## src/sv/e2cdt_pkg.sv

```systemverilog
// ---------------------------------------------------------------------------
// e2cdt_pkg - epoch to civil date/time shared definitions
// Constants, reciprocals and small helpers for the date/time conversion
// pipeline.
// ---------------------------------------------------------------------------
package e2cdt_pkg;

  // number of register stages in the conversion pipeline
  localparam int unsigned NumStg = 14;

  // t / 86400 is done as (t >> 7) / 675 with a floor reciprocal of 2^35 / 675
  localparam logic [25:0] DayRecip = 26'd50903316;
  localparam int unsigned DayRecipShift = 35;
  localparam logic [9:0]  DayRest = 10'd675;

  // day count offsets that select the era (4 or 5) and give the day of era
  localparam logic [15:0] Era5First = 16'd11017;
  localparam logic [17:0] Era5Sub = 18'd11017;
  localparam logic [17:0] Era4Add = 18'd135080;

  // exact reciprocals over the operand ranges used below
  localparam logic [16:0] HourRecip = 17'd74566;   // x / 3600, x < 86400
  localparam logic [16:0] Div1460Recip = 17'd91930; // x / 1460, shift 27
  localparam logic [17:0] Div365Recip = 18'd183860; // x / 365, shift 26
  localparam logic [12:0] MinRecip = 13'd4370;     // x / 60, shift 18
  localparam logic [12:0] Div153Recip = 13'd6854;  // x / 153, shift 20
  localparam logic [12:0] CentRecip = 13'd5243;    // x / 100, shift 19

  // day of era boundaries of the 100-year and 400-year corrections
  localparam logic [17:0] Doe100a = 18'd36524;
  localparam logic [17:0] Doe100b = 18'd73048;
  localparam logic [17:0] Doe100c = 18'd109572;
  localparam logic [17:0] Doe400 = 18'd146096;

  localparam logic [11:0] YearEra4 = 12'd1600;
  localparam logic [11:0] YearEra5 = 12'd2000;

  // time of day fields travelling down the pipeline
  typedef struct packed {
    logic [4:0]  hour;
    logic [5:0]  minute;
    logic [5:0]  second;
    logic [23:0] bcd;
  } tod_t;

  // date fields travelling down the pipeline
  typedef struct packed {
    logic [4:0]  day;
    logic [3:0]  month;
    logic [11:0] year;
  } date_t;

  // two BCD digits of a value below 100
  function automatic logic [7:0] bcd2(input logic [6:0] v);
    logic [13:0] tp;
    logic [3:0]  tens;
    logic [6:0]  ones;
    tp   = 14'(v) * 14'd103;
    tens = tp[13:10];
    ones = v - 7'(tens) * 7'd10;
    return {tens, ones[3:0]};
  endfunction

  // first day of each month in a year counted from March
  function automatic logic [8:0] month_start(input logic [3:0] mp);
    logic [8:0] r;
    unique case (mp)
      4'd0:    r = 9'd0;
      4'd1:    r = 9'd31;
      4'd2:    r = 9'd61;
      4'd3:    r = 9'd92;
      4'd4:    r = 9'd122;
      4'd5:    r = 9'd153;
      4'd6:    r = 9'd184;
      4'd7:    r = 9'd214;
      4'd8:    r = 9'd245;
      4'd9:    r = 9'd275;
      4'd10:   r = 9'd306;
      4'd11:   r = 9'd337;
      default: r = 9'd0;
    endcase
    return r;
  endfunction

endpackage

```

## src/sv/epoch_to_civil_date_time.sv

```systemverilog
// ---------------------------------------------------------------------------
// epoch_to_civil_date_time - Unix seconds to local civil date and time
// Throughput: one beat per cycle; each stage holds while the next is full,
// so bubbles close up and the input keeps taking beats during an output stall
// until all fourteen stages hold a beat.
// The depth is set by the chain of reciprocal multiplies of the date path.
// Reset clears every stage valid bit and sets the offset register to 0.
// ---------------------------------------------------------------------------
module epoch_to_civil_date_time (
  input  logic        clk_i,
  input  logic        rst_ni,
  // offset register
  input  logic        cfg_we_i,
  input  logic [16:0] utc_offset_seconds_i,
  // input channel
  input  logic        in_valid_i,
  output logic        in_ready_o,
  input  logic [31:0] epoch_seconds_i,
  // output channel
  output logic        out_valid_o,
  input  logic        out_ready_i,
  output logic [4:0]  day_of_month_o,
  output logic [3:0]  month_number_o,
  output logic [11:0] year_number_o,
  output logic [4:0]  hour_of_day_o,
  output logic [5:0]  minute_of_hour_o,
  output logic [5:0]  second_of_minute_o,
  output logic [31:0] date_bcd_o,
  output logic [23:0] time_bcd_o
);
  import e2cdt_pkg::*;

  logic [16:0]        offset_q;
  logic [NumStg-1:0]  vld_q;
  logic [NumStg-1:0]  en;

  // offset register
  always_ff @(posedge clk_i or negedge rst_ni) begin
    if (!rst_ni) begin
      offset_q <= '0;
    end else if (cfg_we_i) begin
      offset_q <= utc_offset_seconds_i;
    end
  end

  // stage enables: a stage loads when it is empty or its successor moves
  always_comb begin
    en[NumStg-1] = !vld_q[NumStg-1] || out_ready_i;
    for (int k = NumStg - 2; k >= 0; k--) begin
      en[k] = !vld_q[k] || en[k+1];
    end
  end

  assign in_ready_o  = en[0];
  assign out_valid_o = vld_q[NumStg-1];

  // valid bits
  always_ff @(posedge clk_i or negedge rst_ni) begin
    if (!rst_ni) begin
      vld_q <= '0;
    end else begin
      if (en[0]) begin
        vld_q[0] <= in_valid_i;
      end
      for (int k = 1; k < NumStg; k++) begin
        if (en[k]) begin
          vld_q[k] <= vld_q[k-1];
        end
      end
    end
  end

  // ---- stage registers ----
  logic [31:0] s1_t_q;
  logic [24:0] s2_x_q;
  logic [6:0]  s2_lo_q;
  logic [50:0] s2_p_q;
  logic [15:0] s3_q0_q;
  logic [10:0] s3_r0_q;
  logic [6:0]  s3_lo_q;
  logic [15:0] s4_day_q;
  logic [16:0] s4_sod_q;
  logic [17:0] s5_doe_q;
  logic        s5_era_q;
  logic [16:0] s5_sod_q;
  logic [33:0] s5_hp_q;
  logic [17:0] s6_doe_q;
  logic        s6_era_q;
  logic [34:0] s6_dq_q;
  logic [2:0]  s6_c36_q;
  logic        s6_c146_q;
  logic [4:0]  s6_hr_q;
  logic [11:0] s6_remh_q;
  logic [17:0] s7_n_q;
  logic [17:0] s7_doe_q;
  logic        s7_era_q;
  logic [4:0]  s7_hr_q;
  logic [11:0] s7_remh_q;
  logic [24:0] s7_mip_q;
  logic [35:0] s8_yp_q;
  logic [17:0] s8_doe_q;
  logic        s8_era_q;
  logic [4:0]  s8_hr_q;
  logic [5:0]  s8_mi_q;
  logic [5:0]  s8_se_q;
  logic [8:0]  s9_yoe_q;
  logic [8:0]  s9_doy_q;
  logic        s9_era_q;
  tod_t        s9_tod_q;
  logic [23:0] s10_mpp_q;
  logic [8:0]  s10_doy_q;
  logic [8:0]  s10_yoe_q;
  logic        s10_era_q;
  tod_t        s10_tod_q;
  date_t       s11_date_q;
  tod_t        s11_tod_q;
  logic [24:0] s12_cp_q;
  logic [15:0] s12_dm_q;
  date_t       s12_date_q;
  tod_t        s12_tod_q;
  logic [5:0]  s13_cen_q;
  logic [6:0]  s13_yy_q;
  logic [15:0] s13_dm_q;
  date_t       s13_date_q;
  tod_t        s13_tod_q;
  date_t       s14_date_q;
  tod_t        s14_tod_q;
  logic [31:0] s14_dbcd_q;

  // ---- next values ----
  logic [31:0] s1_t_d;
  logic [50:0] s2_p_d;
  logic [15:0] s3_q0_d;
  logic [25:0] s3_qm;
  logic [10:0] s3_r0_d;
  logic        s4_ge;
  logic [10:0] s4_r;
  logic [15:0] s4_day_d;
  logic [16:0] s4_sod_d;
  logic        s5_era_d;
  logic [17:0] s5_doe_d;
  logic [33:0] s5_hp_d;
  logic [34:0] s6_dq_d;
  logic [2:0]  s6_c36_d;
  logic [4:0]  s6_hr_d;
  logic [16:0] s6_hm;
  logic [11:0] s6_remh_d;
  logic [6:0]  s7_a;
  logic [17:0] s7_n_d;
  logic [24:0] s7_mip_d;
  logic [35:0] s8_yp_d;
  logic [5:0]  s8_mi_d;
  logic [11:0] s8_mm;
  logic [5:0]  s8_se_d;
  logic [8:0]  s9_yoe_d;
  logic [1:0]  s9_c100;
  logic [17:0] s9_base;
  logic [8:0]  s9_doy_d;
  tod_t        s9_tod_d;
  logic [10:0] s10_v;
  logic [23:0] s10_mpp_d;
  logic [3:0]  s11_mp;
  date_t       s11_date_d;
  logic [24:0] s12_cp_d;
  logic [15:0] s12_dm_d;
  logic [5:0]  s13_cen_d;
  logic [11:0] s13_cm;
  logic [6:0]  s13_yy_d;
  logic [31:0] s14_dbcd_d;

  always_comb begin
    // s1: apply the sign-extended offset, wrapping modulo 2^32
    s1_t_d = epoch_seconds_i + {{15{offset_q[16]}}, offset_q};

    // s2: reciprocal product for the day count
    s2_p_d = 51'(s1_t_q[31:7]) * 51'(DayRecip);

    // s3: day estimate and its remainder
    s3_q0_d = s2_p_q[DayRecipShift+15:DayRecipShift];
    s3_qm   = 26'(s3_q0_d) * 26'(DayRest);
    s3_r0_d = s2_x_q[10:0] - s3_qm[10:0];

    // s4: one correction step, seconds of day from remainder and low bits
    s4_ge    = s3_r0_q >= 11'(DayRest);
    s4_day_d = s3_q0_q + 16'(s4_ge);
    s4_r     = s4_ge ? s3_r0_q - 11'(DayRest) : s3_r0_q;
    s4_sod_d = {s4_r[9:0], s3_lo_q};

    // s5: era and day of era, hour reciprocal product
    s5_era_d = s4_day_q >= Era5First;
    s5_doe_d = s5_era_d ? 18'(s4_day_q) - Era5Sub : 18'(s4_day_q) + Era4Add;
    s5_hp_d  = 34'(s4_sod_q) * 34'(HourRecip);

    // s6: leap corrections of the era, hour and remaining seconds
    s6_dq_d   = 35'(s5_doe_q) * 35'(Div1460Recip);
    s6_c36_d  = 3'(s5_doe_q >= Doe100a) + 3'(s5_doe_q >= Doe100b)
              + 3'(s5_doe_q >= Doe100c) + 3'(s5_doe_q >= Doe400);
    s6_hr_d   = s5_hp_q[32:28];
    s6_hm     = 17'(s6_hr_d) * 17'd3600;
    s6_remh_d = 12'(s5_sod_q - s6_hm);

    // s7: day of era with leap days removed, minute reciprocal product
    s7_a     = s6_dq_q[33:27];
    s7_n_d   = s6_doe_q - 18'(s7_a) + 18'(s6_c36_q) - 18'(s6_c146_q);
    s7_mip_d = 25'(s6_remh_q) * 25'(MinRecip);

    // s8: year of era reciprocal product, minute and second
    s8_yp_d = 36'(s7_n_q) * 36'(Div365Recip);
    s8_mi_d = s7_mip_q[23:18];
    s8_mm   = 12'(s8_mi_d) * 12'd60;
    s8_se_d = 6'(s7_remh_q - s8_mm);

    // s9: year of era, day of year, time of day digits
    s9_yoe_d = s8_yp_q[34:26];
    s9_c100  = 2'(s9_yoe_d >= 9'd100) + 2'(s9_yoe_d >= 9'd200)
             + 2'(s9_yoe_d >= 9'd300);
    s9_base  = 18'(s9_yoe_d) * 18'd365 + 18'(s9_yoe_d[8:2]) - 18'(s9_c100);
    s9_doy_d = 9'(s8_doe_q - s9_base);
    s9_tod_d.hour   = s8_hr_q;
    s9_tod_d.minute = s8_mi_q;
    s9_tod_d.second = s8_se_q;
    s9_tod_d.bcd    = {bcd2(7'(s8_hr_q)), bcd2(7'(s8_mi_q)), bcd2(7'(s8_se_q))};

    // s10: month from March reciprocal product
    s10_v     = 11'(s9_doy_q) * 11'd5 + 11'd2;
    s10_mpp_d = 24'(s10_v) * 24'(Div153Recip);

    // s11: day, month and year, January and February belong to the next year
    s11_mp           = s10_mpp_q[23:20];
    s11_date_d.day   = 5'(s10_doy_q - month_start(s11_mp) + 9'd1);
    s11_date_d.month = (s11_mp < 4'd10) ? s11_mp + 4'd3 : s11_mp - 4'd9;
    s11_date_d.year  = 12'(s10_yoe_q) + (s10_era_q ? YearEra5 : YearEra4)
                     + 12'(s11_mp >= 4'd10);

    // s12: century reciprocal product, day and month digits
    s12_cp_d = 25'(s11_date_q.year) * 25'(CentRecip);
    s12_dm_d = {bcd2(7'(s11_date_q.day)), bcd2(7'(s11_date_q.month))};

    // s13: century and year within century
    s13_cen_d = s12_cp_q[24:19];
    s13_cm    = 12'(s13_cen_d) * 12'd100;
    s13_yy_d  = 7'(s12_date_q.year - s13_cm);

    // s14: packed date digits
    s14_dbcd_d = {s13_dm_q, bcd2(7'(s13_cen_q)), bcd2(s13_yy_q)};
  end

  // payload registers, each stage moves with its enable
  always_ff @(posedge clk_i) begin
    if (en[0]) begin
      s1_t_q <= s1_t_d;
    end
    if (en[1]) begin
      s2_x_q  <= s1_t_q[31:7];
      s2_lo_q <= s1_t_q[6:0];
      s2_p_q  <= s2_p_d;
    end
    if (en[2]) begin
      s3_q0_q <= s3_q0_d;
      s3_r0_q <= s3_r0_d;
      s3_lo_q <= s2_lo_q;
    end
    if (en[3]) begin
      s4_day_q <= s4_day_d;
      s4_sod_q <= s4_sod_d;
    end
    if (en[4]) begin
      s5_doe_q <= s5_doe_d;
      s5_era_q <= s5_era_d;
      s5_sod_q <= s4_sod_q;
      s5_hp_q  <= s5_hp_d;
    end
    if (en[5]) begin
      s6_doe_q  <= s5_doe_q;
      s6_era_q  <= s5_era_q;
      s6_dq_q   <= s6_dq_d;
      s6_c36_q  <= s6_c36_d;
      s6_c146_q <= s5_doe_q >= Doe400;
      s6_hr_q   <= s6_hr_d;
      s6_remh_q <= s6_remh_d;
    end
    if (en[6]) begin
      s7_n_q    <= s7_n_d;
      s7_doe_q  <= s6_doe_q;
      s7_era_q  <= s6_era_q;
      s7_hr_q   <= s6_hr_q;
      s7_remh_q <= s6_remh_q;
      s7_mip_q  <= s7_mip_d;
    end
    if (en[7]) begin
      s8_yp_q  <= s8_yp_d;
      s8_doe_q <= s7_doe_q;
      s8_era_q <= s7_era_q;
      s8_hr_q  <= s7_hr_q;
      s8_mi_q  <= s8_mi_d;
      s8_se_q  <= s8_se_d;
    end
    if (en[8]) begin
      s9_yoe_q <= s9_yoe_d;
      s9_doy_q <= s9_doy_d;
      s9_era_q <= s8_era_q;
      s9_tod_q <= s9_tod_d;
    end
    if (en[9]) begin
      s10_mpp_q <= s10_mpp_d;
      s10_doy_q <= s9_doy_q;
      s10_yoe_q <= s9_yoe_q;
      s10_era_q <= s9_era_q;
      s10_tod_q <= s9_tod_q;
    end
    if (en[10]) begin
      s11_date_q <= s11_date_d;
      s11_tod_q  <= s10_tod_q;
    end
    if (en[11]) begin
      s12_cp_q   <= s12_cp_d;
      s12_dm_q   <= s12_dm_d;
      s12_date_q <= s11_date_q;
      s12_tod_q  <= s11_tod_q;
    end
    if (en[12]) begin
      s13_cen_q  <= s13_cen_d;
      s13_yy_q   <= s13_yy_d;
      s13_dm_q   <= s12_dm_q;
      s13_date_q <= s12_date_q;
      s13_tod_q  <= s12_tod_q;
    end
    if (en[13]) begin
      s14_date_q <= s13_date_q;
      s14_tod_q  <= s13_tod_q;
      s14_dbcd_q <= s14_dbcd_d;
    end
  end

  // output beat
  assign day_of_month_o     = s14_date_q.day;
  assign month_number_o     = s14_date_q.month;
  assign year_number_o      = s14_date_q.year;
  assign hour_of_day_o      = s14_tod_q.hour;
  assign minute_of_hour_o   = s14_tod_q.minute;
  assign second_of_minute_o = s14_tod_q.second;
  assign date_bcd_o         = s14_dbcd_q;
  assign time_bcd_o         = s14_tod_q.bcd;

endmodule

```

## config.mk

```make
export PLATFORM = sky130hd
export DESIGN_NAME = epoch_to_civil_date_time
export DESIGN_NICKNAME = d
export VERILOG_FILES = /design/src/sv/e2cdt_pkg.sv /design/src/sv/epoch_to_civil_date_time.sv
export SDC_FILE = /design/constraint.sdc
export NUM_CORES = 2
export LEC_CHECK = 0
export ABC_CLOCK_PERIOD_IN_PS = 6730
export BUFFER_PORTS_ARGS = -buffer_cell sky130_fd_sc_hd__buf_2
export CAP_MARGIN = 10
export CORE_MARGIN = 4
export CORE_UTILIZATION = 59
export CTS_CLUSTER_DIAMETER = 30
export DETAILED_ROUTE_END_ITERATION = 6
export GPL_TIMING_DRIVEN = 0
export PLACE_DENSITY = 0.75
export SYNTH_ARGS = -nofsm -noshare
export SYNTH_HDL_FRONTEND = slang
export SYNTH_SLANG_ARGS = --single-unit
```

## constraint.sdc

```tcl
create_clock -name clk_i -period 6.73 [get_ports clk_i]
set_input_delay 0.673 -clock clk_i [delete_from_list [all_inputs] [get_ports clk_i]]
set_output_delay 0.673 -clock clk_i [all_outputs]
set_load 0.02 [all_outputs]
```

Word level (Yosys, flattened, before mapping)
Memory sizes are Yosys's and may differ from the RTL's. A register that Yosys moved wholly into a read port is not among the register bits.
Index checks and enable logic that the tools add are counted.
W data, S select, Z words.

word-level totals
  memories = 1
  output and inout port bits = 96
  bits in read-only memories = 144
  bits of input ports = 54
  bits in registers = 904

memory list
  name              depth  bits a word  read ports  clocked after memory_dff  write ports  line             source
  (name not given)  16     9            1           1                         0            e2cdt_pkg.sv:67  unique case (mp)

cells by class
  add/subtract/negate cells = 34
  reduce and logical (&&, ||, !) cells = 28
  $mul = 27
  $lt $le $gt $ge = 11
  multiplexer cells = 5

operators by type and width
  operator                  number
  $mul A18 B16 Y33 const B  2
  $mul A25 B24 Y49 const B  1
  $mul A6 B7 Y13 const B    3
  $ge A18 B17 Y1 const B    2
  $add A32 B32 Y32          1
  $mul A17 B16 Y32 const B  1
  $sub A4 B4 Y4             7
  $mul A12 B13 Y25 const B  1
  $mul A5 B7 Y12 const B    2
  $mul A11 B12 Y23 const B  1
  $mul A12 B12 Y23 const B  1
  $add A16 B18 Y18 const B  1
  $add A18 B3 Y18           1
  $ge A18 B16 Y1 const B    1
  $ge A18 B18 Y1 const B    1
  $mux W18                  1
  $sub A18 B1 Y18           1
  $sub A18 B7 Y18           1
  $sub A16 B14 Y17 const B  1
  $add A16 B1 Y16           1
  $ge A16 B14 Y1 const B    1
  $mul A16 B10 Y11 const B  1
  $logic_not A1 Y1          14
  $logic_or A1 B1 Y1        14
  other kinds (39)          44

Logic depth before layout (Yosys ltp)
  depth after elaboration = 15
  depth in mapped cells = 35
  gate-level depth less buffers = 35

Worst setup path after synthesis
Ideal clock, no wire load.

  kind = register to register
  start point = register s9_doy_q[1]
  end point = register with a tool-made name
  stages on the path, launching flop included = 34
  arrival = 7.019 ns
  setup slack = -0.358 ns
  cell sequence = edfxtp_1 ha_1 ha_1 a31oi_1 nor2b_1 o21a_1 o21a_1 o21ai_0 nand2b_1 a21oi_1 o21bai_1 xor2_1 ha_1 inv_1 fa_1 inv_1 ha_1 inv_1 fa_1 fa_1 inv_1 ha_1 a21o_1 a21o_1 a21o_1 o2111ai_1 nand2_1 nor3_1 nor2_1 mux2i_1 inv_1 ha_1 mux2_4 o21ai_1

RTL lines
  item                    line                             source
  from (decl)             epoch_to_civil_date_time.sv:107  logic [8:0] s9_doy_q;
  from (signal assigned)  epoch_to_civil_date_time.sv:300  s9_doy_q <= s9_doy_d;

==> results.sh <==
export IMPL_synth_top_family_by_area="adder cells"
export IMPL_synth_most_common_cell="ha_1"
export IMPL_yosysWarnings=0
export IMPL_syn_to_final_growth_pct=13.4
export IMPL_core_area_um2=105000
export IMPL_start_util_pct=59.5
export IMPL_grtUsageTotal_pct=22.5
export IMPL_clk_pin_slew_ps=50
export IMPL_io_buffer_count=138
export IMPL_finalMaxSlewViolations=0
export IMPL_reg2reg_from="s9_doy_q[1]"
export IMPL_drt_iter0_drc=1653
export IMPL_clkSinkCount=717
export IMPL_clockBufferDepth=3
export IMPL_multi_input_comb_area_um2=37400
export IMPL_timing_final_crit_period_ps=6980
export IMPL_numCtsBuffers=136
export IMPL_end_kind="flip-flop"
export IMPL_post_route_util_pct=67.4
export IMPL_synth_cell_type_count=87
export IMPL_grt_max_degree=79
export IMPL_critical_path_class="flip-flop to flip-flop"
export IMPL_worstPathArrival_ps=7650
export IMPL_crit_slowest_cell="fa_1"
export IMPL_synthArstFlopShare_pct=4.32
export IMPL_busiest_layer="met2"
export IMPL_yosysTopAreaCell="edfxtp_1"
export IMPL_cts_tree="built"
export IMPL_final_nets=7407
export IMPL_synth_simple_area_share_pct=3.40
export IMPL_critPathMaxStageDelay_ps=530
export IMPL_finalHoldViolations=0
export IMPL_fmax_ghz=0.143
export IMPL_htreeDepth=4
export IMPL_dr_pass1_iters=5
export IMPL_grt_pass1_wl_mm=201
export IMPL_overflow=0
export IMPL_slew_headroom_pct=33.7
export IMPL_synth_compound_area_share_pct=5.18
export IMPL_setup_viol=5
export IMPL_clockRootBuffer="clkbuf_16"
export IMPL_regArea_um2=21300
export IMPL_drv_cap=0
export IMPL_synth_area_mux_share_pct=0.447
export IMPL_met3_usage_pct=2.83
export IMPL_ant_nets=0
export IMPL_wl_mm=121
export IMPL_grt_pass1_vias=39900
export IMPL_die_area_um2=112000
export IMPL_worst_setup_path_start_kind="flip-flop"
export IMPL_ys_top_cells_by_count="1359 x ha_1, 1118 x inv_1, 681 x edfxtp_1"
export IMPL_synth_xor_area_share_pct=3.60
export IMPL_antenna_cells=0
export IMPL_drive_above_1_share_pct=10.7
export IMPL_ys_top_cells_by_area="edfxtp_1 33%, ha_1 27%, fa_1 19%, inv_1 6.7%, xnor2_1 2.5%"
export IMPL_hpwl_mm=90.9
export IMPL_synth_top_area_share_pct=32.6
export IMPL_synth_top_flop_cell="edfxtp_1"
export IMPL_gr_usage_met1_pct=26.6
export IMPL_die_x_um=334
export IMPL_tightest_slew_ps=995
export IMPL_ys_seq_area_share_pct=34.0
export IMPL_grt_use_met2_pct=41.8
export IMPL_num_rows=119
export IMPL_n_fill_cell=7423
export IMPL_synth_cells=5010
export IMPL_status="finished with violations"
export IMPL_violations="negative setup slack"
export IMPL_vias=36800
export IMPL_dieHeight_um=334
export IMPL_synth_fa_ha_area_share_pct=46.4
export IMPL_drc=0
export IMPL_wl_per_cell_um=17.6
export IMPL_crit_fanout=6
export IMPL_whs_ps=47.8
export IMPL_rsz0062_at_grt="yes"
export IMPL_syn_area_um2=62700
export IMPL_avgSynthCellArea_um2=12.5
export IMPL_ys_seq_elements=717
export IMPL_fin_ws_ps=-250
export IMPL_routabilityCongestion=0.886
export IMPL_period_share_pct=104
export IMPL_worstPathRequired_ps=7400
export IMPL_fin_skew_ps=51.1
export IMPL_antenna_found_initial=0
export IMPL_hold_class="input port to async pin"
export IMPL_critPathLaunch="s9_doy_q[1]"
export IMPL_viasPerCell=5.34
export IMPL_ios=150
export IMPL_clk_latency_ps=740
export IMPL_tns_ps=-920
export IMPL_synth_edff_count=681
[metal layers]
layer	vias up	part of all wire [%]	routed length [µm]
met3	252	3.3	3980
li1	17700	-	-
met4	0	3.4	4110
met1	18200	40	48500
met5	-	0	0
met2	688	53	64700
[critical path, delay by kind of cell (launching register included)]
family | cells | cell delay (ps)
AOI/OAI and AO/OA | 10 | 1720
xor gates and xnor gates | 1 | 200
and+or+nand+nor | 5 | 540
muxes | 2 | 480
DFF | 1 | 390
buffers and inverters | 4 | 420
adders and majority gates | 9 | 3160
[cells in the final DEF (no fill, tap or decap), types with 11 or more instances in the layout]
| cell type | count |
|---|---|
| inv_1 | 1109 |
| buf_4 | 97 |
| xor2_1 | 78 |
| a31oi_1 | 13 |
| o21bai_1 | 14 |
| nand2_1 | 86 |
| o21a_1 | 26 |
| or2_2 | 15 |
| clkinv_1 | 13 |
| clkbuf_16 | 139 |
| a211oi_1 | 14 |
| nor2_1 | 84 |
| buf_2 | 139 |
| fa_1 | 600 |
| edfxtp_1 | 681 |
| ha_1 | 1343 |
| nand3_1 | 27 |
| nor2b_1 | 32 |
| clkbuf_1 | 19 |
| clkinvlp_4 | 16 |
| nand4_1 | 30 |
| and3_1 | 28 |
| o21ai_0 | 80 |
| bufinv_16 | 11 |
| a21oi_1 | 135 |
| nand2b_1 | 31 |
| a21o_1 | 99 |
| nor3_1 | 23 |
| o21ai_1 | 11 |
| xnor2_1 | 175 |
| clkinv_2 | 20 |
| dfrtp_1 | 31 |
| mux2_2 | 18 |
[sequential cells by signal, indices dropped and copies added, names as in the netlist, 20 cells and up, named ones only]
signal      count
s10_tod_q      34
s9_tod_q       34
s12_date_q     20
s11_date_q     21
date_bcd_o     23
s11_tod_q      34
s13_tod_q      34
s1_t_q         32
s12_tod_q      34
[per-stage QoR]
stage	cell area (µm²)	cells	worst slack, ps
3_5_place_dp	65500	6559	-609
3_3_place_gp	65200	6548	-1690
5_1_grt	71100	6888	-512
6_report	71100	6888	-250
4_1_cts	70600	6841	-73.2
2_1_floorplan	62800	5019	9.75
[cells by family after synthesis]
kind of cell / count (synthesis)
simple gates: 416
fa+ha+maj: 1962
flops: 717
xor+xnor: 257
other cells: 1
mux: 24
buf+inv: 1143
compound gates: 490
[path summary, 6_finish.rpt]
kind	depth (start not counted)	slack, ps	to
worst max-delay path	31	-250	flip-flop
worst min-delay path	1	50	offset_q[12]
worst max register to register	31	-250	flip-flop
worst min register to register	0	400	s8_doe_q[8]
max in group asynchronous	1	6090	vld_q[6]
min in group clk_i	2	160	vld_q[0]
[area by class of cell]
cell class                      count  area share (%)
Buffer                             23           0.213
Clock buffer                      158            5.04
Clock inverter                     86            1.42
Inverter                         1120            5.92
Multi-Input combinational cell   3160            52.7
Sequential cell                   717            30.0
Tap cell                         1391            2.45
Timing Repair Buffer              233            2.27
[what timing repair did]
action,4_1_cts,5_1_grt
pin swaps,37,5
cloned,1,0
setup buffers,37,47
endpoints found under the setup margin,16,21
gates resized for setup,37,21
hold buffers,0,0
Power is not shown: default switching activity piles up to over one toggle a cycle in this logic, so the estimate is an artifact.
